===== src/design/link_health_led_qualifier_unit_assert.svh =====
// Assertion macros for the link health LED qualifier.
// Depends on a clock named clk and an active-low reset named arst_n in the including scope.
`ifndef LINK_HEALTH_LED_QUALIFIER_UNIT_ASSERT_SVH
`define LINK_HEALTH_LED_QUALIFIER_UNIT_ASSERT_SVH

// The consequent must hold in the same cycle as the antecedent.
`define LHQ_ASSERT_SAME(label, ante, cons, msg) \
	label: assert property (@(posedge clk) disable iff (!arst_n) (ante) |-> (cons)) \
		else $error(msg);

// The consequent must hold in the cycle after the antecedent.
`define LHQ_ASSERT_NEXT(label, ante, cons, msg) \
	label: assert property (@(posedge clk) disable iff (!arst_n) (ante) |=> (cons)) \
		else $error(msg);

`endif


===== src/design/lhq_pkg.sv =====
// Shared types and constants for the link health LED qualifier.
// No dependencies.
package lhq_pkg;

	localparam int CFG_IDX_W = 3;
	localparam int CFG_DATA_W = 16;
	localparam int LAT_W = 16;
	localparam int COUNT_W = 8;
	localparam int PHASE_W = 17;

	typedef enum logic [1:0] {
		ZONE_GOOD = 2'd0,
		ZONE_DEGRADED = 2'd1,
		ZONE_BAD = 2'd2
	} zone_t;

	typedef enum logic [1:0] {
		MODE_STEADY = 2'd0,
		MODE_SLOW = 2'd1,
		MODE_FAST = 2'd2
	} mode_t;

	typedef enum logic {
		OP_TICK = 1'b0,
		OP_PING = 1'b1
	} opcode_t;

	localparam logic [CFG_IDX_W-1:0] REG_GOOD_MAX = 3'd0;
	localparam logic [CFG_IDX_W-1:0] REG_DEGRADED_MAX = 3'd1;
	localparam logic [CFG_IDX_W-1:0] REG_STREAK_THRESHOLD = 3'd2;
	localparam logic [CFG_IDX_W-1:0] REG_SLOW_ON = 3'd3;
	localparam logic [CFG_IDX_W-1:0] REG_SLOW_OFF = 3'd4;
	localparam logic [CFG_IDX_W-1:0] REG_FAST_ON = 3'd5;
	localparam logic [CFG_IDX_W-1:0] REG_FAST_OFF = 3'd6;

endpackage


===== src/design/lhq_item_if.sv =====
// Input channel of the link health LED qualifier: ticks and ping results.
// Depends on lhq_pkg.
interface lhq_item_if;
	import lhq_pkg::*;

	logic valid;
	logic ready;
	logic opcode;
	logic ping_ok;
	logic [LAT_W-1:0] latency_ms;

	modport source (output valid, opcode, ping_ok, latency_ms, input ready);
	modport sink (input valid, opcode, ping_ok, latency_ms, output ready);
endinterface


===== src/design/lhq_result_if.sv =====
// Result channel of the link health LED qualifier: LED level and streak status.
// Depends on lhq_pkg.
interface lhq_result_if;
	import lhq_pkg::*;

	logic valid;
	logic ready;
	logic led_on;
	logic [1:0] led_mode;
	logic [1:0] zone;
	logic [COUNT_W-1:0] run_length;

	modport source (output valid, led_on, led_mode, zone, run_length, input ready);
	modport sink (input valid, led_on, led_mode, zone, run_length, output ready);
endinterface


===== src/design/lhq_cfg_if.sv =====
// Configuration write channel of the link health LED qualifier.
// Depends on lhq_pkg.
interface lhq_cfg_if;
	import lhq_pkg::*;

	logic valid;
	logic ready;
	logic [CFG_IDX_W-1:0] index;
	logic [CFG_DATA_W-1:0] data;

	modport source (output valid, index, data, input ready);
	modport sink (input valid, index, data, output ready);
endinterface


===== src/design/link_health_led_qualifier_unit.sv =====
// Link health LED qualifier: classes ping results into streaks and drives a blinking LED.
// Depends on lhq_pkg, lhq_item_if, lhq_result_if, lhq_cfg_if and the assertion macros.
//
// Each transfer on item_in is a one millisecond tick or a ping result, and each one yields
// exactly one transfer on result_out. An item is captured in an input register and is
// qualified once the result register is free or being drained, when the streak, mode and
// blink phase are updated and the result register is loaded; one item is taken every
// cycle as long as result_out is drained. Both registers can fill while result_out is
// stalled. Configuration writes are always taken in the cycle they are offered, and must
// only be made while no item is in flight.
module link_health_led_qualifier_unit #(
	parameter int STREAK_LIMIT = 255
) (
	input logic clk,
	input logic arst_n,
	lhq_item_if.sink item_in,
	lhq_result_if.source result_out,
	lhq_cfg_if.sink cfg
);
	import lhq_pkg::*;

	`include "link_health_led_qualifier_unit_assert.svh"

	localparam logic [COUNT_W-1:0] LIMIT = COUNT_W'(STREAK_LIMIT);

	logic [LAT_W-1:0] good_max_q;
	logic [LAT_W-1:0] degraded_max_q;
	logic [COUNT_W-1:0] threshold_q;
	logic [LAT_W-1:0] slow_on_q;
	logic [LAT_W-1:0] slow_off_q;
	logic [LAT_W-1:0] fast_on_q;
	logic [LAT_W-1:0] fast_off_q;

	logic valid_s1;
	opcode_t opcode_s1;
	logic ping_ok_s1;
	logic [LAT_W-1:0] latency_s1;

	zone_t zone_q;
	logic [COUNT_W-1:0] count_q;
	mode_t mode_q;
	logic [PHASE_W-1:0] phase_q;

	logic out_valid_q;
	logic led_q;
	mode_t led_mode_q;
	zone_t out_zone_q;
	logic [COUNT_W-1:0] run_length_q;

	logic advance;
	zone_t ping_zone;
	zone_t zone_d;
	logic [COUNT_W-1:0] count_d;
	mode_t mode_d;
	mode_t ping_mode;
	logic [PHASE_W-1:0] phase_d;
	logic [PHASE_W-1:0] phase_inc;
	logic [PHASE_W-1:0] period;
	logic [LAT_W-1:0] on_time;
	logic led_d;

	assign cfg.ready = 1'b1;

	always_ff @(posedge clk or negedge arst_n) begin
		if (!arst_n) begin
			good_max_q <= 16'd60;
			degraded_max_q <= 16'd90;
			threshold_q <= 8'd3;
			slow_on_q <= 16'd500;
			slow_off_q <= 16'd500;
			fast_on_q <= 16'd100;
			fast_off_q <= 16'd100;
		end else if (cfg.valid) begin
			unique case (cfg.index)
				REG_GOOD_MAX: good_max_q <= cfg.data;
				REG_DEGRADED_MAX: degraded_max_q <= cfg.data;
				REG_STREAK_THRESHOLD: threshold_q <= cfg.data[COUNT_W-1:0];
				REG_SLOW_ON: slow_on_q <= cfg.data;
				REG_SLOW_OFF: slow_off_q <= cfg.data;
				REG_FAST_ON: fast_on_q <= cfg.data;
				REG_FAST_OFF: fast_off_q <= cfg.data;
				default: ;
			endcase
		end
	end

	assign advance = valid_s1 && (!out_valid_q || result_out.ready);
	assign item_in.ready = !valid_s1 || advance;

	always_ff @(posedge clk or negedge arst_n) begin
		if (!arst_n) begin
			valid_s1 <= 1'b0;
		end else if (item_in.ready) begin
			valid_s1 <= item_in.valid;
		end
	end

	always_ff @(posedge clk) begin
		if (item_in.valid && item_in.ready) begin
			opcode_s1 <= opcode_t'(item_in.opcode);
			ping_ok_s1 <= item_in.ping_ok;
			latency_s1 <= item_in.latency_ms;
		end
	end

	always_comb begin
		if (!ping_ok_s1 || latency_s1 > degraded_max_q) begin
			ping_zone = ZONE_BAD;
		end else if (latency_s1 > good_max_q) begin
			ping_zone = ZONE_DEGRADED;
		end else begin
			ping_zone = ZONE_GOOD;
		end
	end

	assign period = (mode_q == MODE_FAST) ? PHASE_W'(fast_on_q) + PHASE_W'(fast_off_q)
		: PHASE_W'(slow_on_q) + PHASE_W'(slow_off_q);
	assign phase_inc = phase_q + PHASE_W'(1);

	always_comb begin
		zone_d = zone_q;
		count_d = count_q;
		mode_d = mode_q;
		phase_d = phase_q;
		ping_mode = MODE_STEADY;
		if (opcode_s1 == OP_PING) begin
			if (ping_zone == zone_q) begin
				count_d = (count_q < LIMIT) ? count_q + COUNT_W'(1) : count_q;
			end else begin
				zone_d = ping_zone;
				count_d = COUNT_W'(1);
			end
			if (count_d >= threshold_q) begin
				unique case (zone_d)
					ZONE_BAD: ping_mode = MODE_FAST;
					ZONE_DEGRADED: ping_mode = MODE_SLOW;
					default: ping_mode = MODE_STEADY;
				endcase
			end
			mode_d = ping_mode;
			if (ping_mode != mode_q) begin
				phase_d = '0;
			end
		end else if (mode_q != MODE_STEADY) begin
			phase_d = (phase_inc >= period) ? '0 : phase_inc;
		end
	end

	assign on_time = (mode_d == MODE_FAST) ? fast_on_q : slow_on_q;
	assign led_d = (mode_d == MODE_STEADY) || (phase_d < PHASE_W'(on_time));

	always_ff @(posedge clk or negedge arst_n) begin
		if (!arst_n) begin
			zone_q <= ZONE_GOOD;
			count_q <= '0;
			mode_q <= MODE_STEADY;
			phase_q <= '0;
		end else if (advance) begin
			zone_q <= zone_d;
			count_q <= count_d;
			mode_q <= mode_d;
			phase_q <= phase_d;
		end
	end

	always_ff @(posedge clk or negedge arst_n) begin
		if (!arst_n) begin
			out_valid_q <= 1'b0;
		end else if (advance) begin
			out_valid_q <= 1'b1;
		end else if (result_out.ready) begin
			out_valid_q <= 1'b0;
		end
	end

	always_ff @(posedge clk) begin
		if (advance) begin
			led_q <= led_d;
			led_mode_q <= mode_d;
			out_zone_q <= zone_d;
			run_length_q <= count_d;
		end
	end

	assign result_out.valid = out_valid_q;
	assign result_out.led_on = led_q;
	assign result_out.led_mode = led_mode_q;
	assign result_out.zone = out_zone_q;
	assign result_out.run_length = run_length_q;

	`LHQ_ASSERT_SAME(a_steady_led_lit, result_out.valid && result_out.led_mode == MODE_STEADY,
		result_out.led_on, "Steady mode result with LED off.")
	`LHQ_ASSERT_SAME(a_steady_phase_zero, mode_q == MODE_STEADY, phase_q == '0,
		"Phase counter runs in steady mode.")
	`LHQ_ASSERT_SAME(a_streak_nonempty, zone_q != ZONE_GOOD, count_q != '0,
		"Non-good streak with zero count.")
	`LHQ_ASSERT_NEXT(a_capture, item_in.valid && item_in.ready, valid_s1,
		"Accepted item lost from input register.")
endmodule

===== src/flat_wrapper.sv =====
// flat-port wrapper written by rule: the top's interface ports become plain ports
module link_health_led_qualifier_unit_flat import lhq_pkg::*;
#(
	parameter int STREAK_LIMIT = 255
)
  (clk, arst_n, item_in_valid, item_in_opcode, item_in_ping_ok, item_in_latency_ms, item_in_ready, result_out_valid, result_out_led_on, result_out_led_mode, result_out_zone, result_out_run_length, result_out_ready, cfg_valid, cfg_index, cfg_data, cfg_ready);
  lhq_item_if item_in_i ();
  lhq_result_if result_out_i ();
  lhq_cfg_if cfg_i ();
  input logic clk;
  input logic arst_n;
  input wire logic [$bits(item_in_i.valid)-1:0] item_in_valid;
  input wire logic [$bits(item_in_i.opcode)-1:0] item_in_opcode;
  input wire logic [$bits(item_in_i.ping_ok)-1:0] item_in_ping_ok;
  input wire logic [$bits(item_in_i.latency_ms)-1:0] item_in_latency_ms;
  output wire logic [$bits(item_in_i.ready)-1:0] item_in_ready;
  output wire logic [$bits(result_out_i.valid)-1:0] result_out_valid;
  output wire logic [$bits(result_out_i.led_on)-1:0] result_out_led_on;
  output wire logic [$bits(result_out_i.led_mode)-1:0] result_out_led_mode;
  output wire logic [$bits(result_out_i.zone)-1:0] result_out_zone;
  output wire logic [$bits(result_out_i.run_length)-1:0] result_out_run_length;
  input wire logic [$bits(result_out_i.ready)-1:0] result_out_ready;
  input wire logic [$bits(cfg_i.valid)-1:0] cfg_valid;
  input wire logic [$bits(cfg_i.index)-1:0] cfg_index;
  input wire logic [$bits(cfg_i.data)-1:0] cfg_data;
  output wire logic [$bits(cfg_i.ready)-1:0] cfg_ready;
  assign item_in_i.valid = item_in_valid;
  assign item_in_i.opcode = item_in_opcode;
  assign item_in_i.ping_ok = item_in_ping_ok;
  assign item_in_i.latency_ms = item_in_latency_ms;
  assign item_in_ready = item_in_i.ready;
  assign result_out_valid = result_out_i.valid;
  assign result_out_led_on = result_out_i.led_on;
  assign result_out_led_mode = result_out_i.led_mode;
  assign result_out_zone = result_out_i.zone;
  assign result_out_run_length = result_out_i.run_length;
  assign result_out_i.ready = result_out_ready;
  assign cfg_i.valid = cfg_valid;
  assign cfg_i.index = cfg_index;
  assign cfg_i.data = cfg_data;
  assign cfg_ready = cfg_i.ready;
  link_health_led_qualifier_unit #(.STREAK_LIMIT(STREAK_LIMIT)) u_core (.clk(clk), .arst_n(arst_n), .item_in(item_in_i), .result_out(result_out_i), .cfg(cfg_i));
endmodule

===== config.mk =====
export PLATFORM = sky130hd
export DESIGN_NAME = link_health_led_qualifier_unit_flat
export DESIGN_NICKNAME = d
export VERILOG_FILES = /design/src/design/lhq_pkg.sv /design/src/design/lhq_item_if.sv /design/src/design/lhq_result_if.sv /design/src/design/lhq_cfg_if.sv /design/src/design/link_health_led_qualifier_unit.sv /design/src/flat_wrapper.sv
export VERILOG_INCLUDE_DIRS = /design/src /design/src/design
export SDC_FILE = /design/constraint.sdc
export NUM_CORES = 1
export LEC_CHECK = 0
export BUFFER_PORTS_ARGS = -buffer_cell sky130_fd_sc_hd__buf_2
export CORE_AREA = 4 4 212 214
export CTS_BUF_LIST = sky130_fd_sc_hd__clkbuf_4
export DETAILED_ROUTE_END_ITERATION = 7
export DIE_AREA = 0 0 216 218
export MAX_ROUTING_LAYER = met4
export PLACE_DENSITY = 0.38
export SYNTH_ARGS = -nofsm -noshare
export SYNTH_HDL_FRONTEND = slang
export SYNTH_SLANG_ARGS = --single-unit

===== constraint.sdc =====
create_clock -name clk -period 7.9 [get_ports clk]
set_input_delay 0.79 -clock clk [delete_from_list [all_inputs] [get_ports clk]]
set_output_delay 0.79 -clock clk [all_outputs]
set_load 0.03 [all_outputs]

==> impl_metrics.py, run 1 <==
metrics = {
    "yosys": {
        "synth-seq-cells": 166,
        "yosysUniqueCellTypes": 81,
        "post-synth-top-area-cell": "dfrtp_1",
        "async_flop_share_pct": 81.33,
        "synth_common_cells": "dfrtp_1, ha_1, nand2_1, o21ai_0, mux2_2",
        "synth_edf_count": 31,
        "synth.net_count": 1193,
        "syn_area_um2": 10660,
        "synth.most_common_cell": "dfrtp_1",
        "syn_inst": 1043,
        "yosys-top-cells-area": "dfrtp_1, ha_1, edfxtp_1, mux2_2, dfstp_2",
        "synth_top_area_share_pct": 25.12,
        "syn_area_per_cell_um2": 10.22,
        "synth_flop_cell": "dfrtp_1",
        "ys_warn_count": 0,
        "synth-seq-area-share_pct": 40.76,
    },
    "power_and_ir_drop": {
        "p_switching_mw": 1.122,
        "pwr-share-seq_pct": 40.3,
        "p_clk_share_pct": 17.7,
        "cellInternalPower_mw": 1.715,
        "peakVddDrop_mv": 0.09684,
        "switching_share_pct": 39.55,
        "power_density_nw_per_um2": 239.4,
        "p_comb_share_pct": 42.0,
        "power.leakage_nw": 5.188,
    },
    "grt": {
        "overflow": 0,
        "grt_pass1_vias": 8087,
        "grt_max_degree": 82,
        "antenna_found_initial": 1,
        "grt_pass1_wl_um": 48000,
        "grt_usage_pct": 13.55,
    },
    "timing": {
        "worst_slack_ns": 0.9002,
        "maxSlewViolCount": 0,
        "max_slew.worst_pin.slew_ns": 1.099,
        "fin_crit_sh_pct": 88.61,
        "fin_crit_ns": 7.000,
        "finalSetupTns_ns": 0,
        "fmax_mhz": 142.9,
        "setup_violations": 0,
        "slew_headroom_pct": 26.33,
        "finalHoldViolations": 0,
        "grt_setup_unrepaired": "no",
        "fin_skew_ns": 0.03809,
    },
    "cts": {
        "cts.sinks": 166,
        "clk_pin_slew_worst_paths_ns": 0.17,
        "clockBufferDepth": 2,
        "ctsResizeCount": 0,
        "worstSkewPairLatency_ns": 0.63,
        "root_buffer": "clkbuf_4",
        "h-tree-depth": 4,
        "hold_buffers": 0,
        "cts_setup_buffers": 0,
        "numCtsBuffers": 17,
        "tritoncts": "done",
    },
    "cells_and_area": {
        "drive_gt1_share_pct": 20.80,
        "area_growth_pct": 11.18,
        "fin_nets": 1238,
    },
    "floorplanning": {
        "die_y_um": 218,
        "core_um2": 42890,
        "num_rows": 76,
        "die_w_um": 216,
        "dieArea_um2": 47090,
        "start_util_pct": 24.85,
        "floorplan.io_pins": 58,
    },
    "critical_path": {
        "timing.rr.end": "u_core.result_out.led_on",
        "path_class": "flip-flop to flip-flop",
        "slowest_stage": "a22oi_2",
        "cp_num_buf_inv": 3,
        "rr_startpoint": "u_core.good_max_q[5]",
        "crit_required_ns": 8.37,
        "worstRegToRegCells": 28,
        "r2r_slack_ns": 0.90,
        "critPathArrivalTime_ns": 7.47,
        "slowest_delay_ns": 0.66,
        "path_max_fanout": 24,
        "end_kind": "flip-flop",
        "crit_path_start_kind": "flip-flop",
        "critical-path-top-delay-family": "compound AO/OA/AOI/OAI gates",
    },
    "route": {
        "vias": 7897,
        "routed_wl_um": 30330,
        "drc": 0,
        "wl_per_cell_um": 17.98,
        "drt_iter0_markers": 358,
        "drt_first_pass_iters": 5,
        "antenna_left": 0,
        "routed_via_density": 4.681,
    },
    "placed_design": {
        "place_congestion": 0.8009,
        "portBuffers": 56,
        "pre_cts_slack_ns": 0.7847,
        "dpl.hpwl_um": 22870,
    },
    "outcome": {
        "status": "completed",
    },
    "job": {
        "maxCapViolCount": 0,
    },
    "hold_path": {
        "hold_class": "input port to asynchronous set/reset pin",
    },
}
layout make-up:
class	instances	area (um^2)
antenna	1	2.502
fill	4543	31040
multi-input combinational	782	5924
inverter	50	187.7
timing repair buffer	71	399.1
clock buffer	21	157.7
sequential	166	4344
tap	585	732.0
clock inverter	11	101.3
worst max path at each step:
| stage | to | depth (start not counted) | startpoint |
|---|---|---|---|
| finish | u_core.result_out.led_on | 28 | u_core.good_max_q[5] |
| global route | u_core.result_out.led_on | 27 | u_core.latency_s1[12] |
| CTS | u_core.result_out.led_on | 27 | u_core.latency_s1[12] |
| detailed placement | u_core.result_out.led_on | 27 | u_core.latency_s1[12] |
| global placement | u_core.result_out.led_on | 27 | u_core.latency_s1[12] |
| floorplan | u_core.result_out.led_on | 29 | u_core.good_max_q[5] |
cell families (layout without fill, tap and decap cells):
group	after synthesis	count (layout)	share of synthesized area, %
AO/OA/AOI/OAI	266	266	17.39
XOR/XNOR	43	43	3.534
adder cells (fa/ha/maj)	108	108	12.82
buffers and inverters	95	153	3.792
flip-flops	166	166	40.76
multiplexers	91	91	9.368
other	1	2	0.03519
AND/OR/NAND/NOR	273	273	12.30
flip-flops by register name, summed over array words and instances (netlist names), 8 cells and up:
register	count
u_core.result_out.run_length	8
u_core.count_q	8
u_core.slow_on_q	16
u_core.fast_off_q	16
u_core.slow_off_q	16
u_core.threshold_q	8
u_core.good_max_q	16
u_core.fast_on_q	16
u_core.latency_s1	16
u_core.degraded_max_q	16
u_core.phase_q	17
cell usage in the layout (no fill, tap or decap), types with 14 or more instances in the layout:
cell type,synthesis,routed
edfxtp_1,31,31
clkbuf_4,0,21
a21oi_1,41,41
a21o_1,23,23
mux2i_1,21,21
a22o_1,16,16
o21ai_0,73,73
nand3_1,23,23
xnor2_1,29,29
mux2_2,70,70
buf_2,5,55
dfstp_2,28,28
ha_1,106,106
dfrtp_1,107,107
xor2_1,14,14
buf_4,5,15
nor2_1,57,57
nor3_1,16,15
nand2_1,104,104
inv_1,50,50
power groups by stage:
stage | Combinational (mW) | Sequential, mW | Clock (mW)
detailed placement | 1.20 | 1.16 | 0
global placement | 1.20 | 1.16 | 0
finish | 1.19 | 1.14 | 0.502
floorplan | 0.867 | 1.14 | 0
CTS | 1.21 | 1.14 | 0.535
global route | 1.35 | 1.16 | 0.562
routing by layer:
metal | vias up | global-route usage, % | wire [um]
met3 | 18 | 2.146 | 644
met5 | - | - | 0
met4 | 0 | 3.094 | 388
li1 | 3897 | - | -
met1 | 3880 | 18.07 | 15010
met2 | 102 | 21.82 | 14290
metrics by stage:
stage	total power [mW]	std cells	util [%]	hold WS, ns	instance area (um^2)
after CTS	2.889	1686	27.62	0.1701	11850
after global routing	3.080	1687	27.63	0.1968	11850
after floorplan	2.005	1043	-	0.4572	10660
after global placement	2.360	1654	27.02	0.4776	11590
final	2.837	1687	27.63	0.1855	11850
after detailed placement	2.364	1654	27.02	0.4717	11590
worst register-to-register path: cells and delay by family, from the launching register on:
kind | cells | cell delay, ns
buffers and inverters | 3 | 0.61
muxes | 1 | 0.38
DFF | 1 | 0.54
AOI/OAI and AO/OA | 18 | 4.05
and+or+nand+nor | 3 | 0.39
adders and majority gates | 3 | 0.90
(Power assumes the default switching activity.)
==> inputs of run 2 (changes only) <==
REMOVE_ABC_BUFFERS = 1   (was default)
==> run 2 against run 1 <==
  * Critical path depth shrank 1
  * Highest routed layer unchanged
  * First-iteration DRC count shrank 3.6%
  * Non-clock buffer count is the same
  * Register-to-register slack gained 0.06 ns
  * Clock power grew 15%
  * Flip-flop and latch count is the same
  * Maximum frequency grew 0.90%
  * Clock-buffer cell count shrank 3
  * Largest cell class unchanged
  * Die area is the same
  * Core utilization grew 0.13 points
  * Final cell count is the same
  * Global-route usage is essentially flat
==> impl_metrics.py, run 2 (synthesis results as in run 1) <==
metrics = {
    "cells_and_area": {
        "drive_gt1_share_pct": 20.98,
        "final_cell_mix": "dfrtp_1, ha_1, nand2_1",
        "mostFrequentLayoutCell": "dfrtp_1",
        "fin_nets": 1238,
        "area_growth_pct": 11.68,
        "fillers": 4564,
        "fin_cells": 1687,
        "final_util_pct": 27.75,
        "largest_reg_flops": 17,
        "final_area_um2": 11900,
        "top_register": "u_core.phase_q",
    },
    "grt": {
        "grt_usage_pct": 13.56,
        "overflow": 0,
        "grt_pass1_vias": 7933,
        "antenna_found_initial": 1,
        "grt_pass1_wl_um": 48050,
        "grt_max_degree": 77,
    },
    "timing": {
        "fin_crit_sh_pct": 87.82,
        "timing.hold.ws_ns": 0.1939,
        "grt_setup_unrepaired": "no",
        "finalSetupTns_ns": 0,
        "maxSlewViolCount": 0,
        "fin_skew_ns": 0.02083,
        "fin_crit_ns": 6.938,
        "worst_slack_ns": 0.9624,
        "finalHoldViolations": 0,
        "setup_violations": 0,
        "fmax_mhz": 144.1,
        "max_slew.worst_pin.slew_ns": 0.9676,
        "slew_headroom_pct": 35.42,
    },
    "outcome": {
        "status": "completed",
    },
    "route": {
        "drt_iter0_markers": 345,
        "wl_per_cell_um": 17.94,
        "drc": 0,
        "antenna_left": 0,
        "routed_wl_um": 30270,
        "drt_first_pass_iters": 5,
        "routed_via_density": 4.660,
        "vias": 7861,
    },
    "placed_design": {
        "place_congestion": 0.8059,
        "portBuffers": 56,
        "dpl.hpwl_um": 22690,
        "pre_cts_slack_ns": 0.8400,
        "dp.cells": 1654,
        "dpl_cell_area_um2": 11590,
    },
    "cts": {
        "clk_pin_slew_worst_paths_ns": 0.15,
        "root_buffer": "clkbuf_4",
        "cts.sinks": 166,
        "numCtsBuffers": 17,
        "cts_setup_buffers": 0,
        "hold_buffers": 0,
        "tritoncts": "done",
        "clockBufferDepth": 2,
        "ctsResizeCount": 0,
        "h-tree-depth": 4,
        "worstSkewPairLatency_ns": 0.63,
    },
    "job": {
        "maxCapViolCount": 0,
    },
    "power_and_ir_drop": {
        "power_mw": 2.904,
        "power.leakage_nw": 5.206,
        "peakVddDrop_mv": 0.1133,
        "power_density_nw_per_um2": 243.9,
    },
    "floorplanning": {
        "dieArea_um2": 47090,
        "die_y_um": 218,
        "floorplan.io_pins": 58,
        "core_um2": 42890,
        "num_rows": 76,
        "start_util_pct": 24.85,
        "die_w_um": 216,
    },
    "critical_path": {
        "timing.rr.end": "u_core.result_out.led_on",
        "rr_startpoint": "u_core.latency_s1[12]",
        "worstRegToRegCells": 27,
        "r2r_slack_ns": 0.96,
        "end_kind": "flip-flop",
        "critPathArrivalTime_ns": 7.42,
        "crit_path_start_kind": "flip-flop",
        "path_max_fanout": 24,
        "crit_required_ns": 8.38,
        "path_class": "flip-flop to flip-flop",
    },
    "hold_path": {
        "hold_class": "input port to asynchronous set/reset pin",
    },
}
[run 2: cell types whose count changed in the layout (fill, tap and decap cells not counted), sizes merged]
| cell | before | now |
|---|---|---|
| clkbuf | 21 | 18 |
| bufinv | 1 | 3 |
| clkinv | 7 | 6 |
| clkinvlp | 0 | 1 |
| inv | 53 | 54 |
[run 2: layout make-up]
class                      count  area, um^2  area share, %
tap                          585       732.0          6.149
multi-input combinational    782        5927          49.79
sequential                   166        4344          36.50
clock buffer                  18       135.1          1.135
clock inverter                14       175.2          1.472
timing repair buffer          71       399.1          3.353
antenna                        1       2.502        0.02102
inverter                      50       187.7          1.577
[run 2: worst max path at each step]
stage / startpoint / to / slack [ns]
floorplan: u_core.good_max_q[5] / u_core.result_out.led_on / 2.16
finish: u_core.latency_s1[12] / u_core.result_out.led_on / 0.96
global route: u_core.latency_s1[12] / u_core.result_out.led_on / 0.24
CTS: u_core.latency_s1[12] / u_core.result_out.led_on / 0.81
global placement: u_core.latency_s1[12] / u_core.result_out.led_on / 0.83
detailed placement: u_core.latency_s1[12] / u_core.result_out.led_on / 0.84
[run 2: worst max-delay path: stages, from the launching register on]
cell and delay [ns]:
edfxtp_1 0.45, ha_1 0.34, nand3_1 0.16, nor4_2 0.39
o21ai_1 0.19, a31oi_2 0.48, a21boi_2 0.31, nand3b_1 0.10
o21a_2 0.29, nor2_1 0.18, ha_1 0.25, a21oi_1 0.13
o21ai_0 0.10, a41oi_1 0.28, a211oi_1 0.12, buf_4 0.22
a22oi_2 0.67, buf_4 0.35, mux2i_1 0.37, ha_1 0.32
a21o_1 0.16, a21o_1 0.16, a21oi_1 0.13, o21ai_0 0.09
and3_1 0.17, o21ai_0 0.15, a31oi_1 0.10, a21oi_1 0.13
[run 2: metal layers]
metal	up-vias	global-route usage [%]	wire [um]
met5	-	-	0
met4	0	3.520	481
met3	26	2.355	910
met2	126	20.88	13820
met1	3812	18.58	15050
li1	3897	-	-
[run 2: report_power, final]
group	internal [mW]	total [mW]	leakage [nW]	switching [mW]
clock network	0.227	0.575	0.167	0.348
registers	1.04	1.14	1.93	0.101
logic	0.502	1.19	3.11	0.685
total	1.77	2.90	5.21	1.13
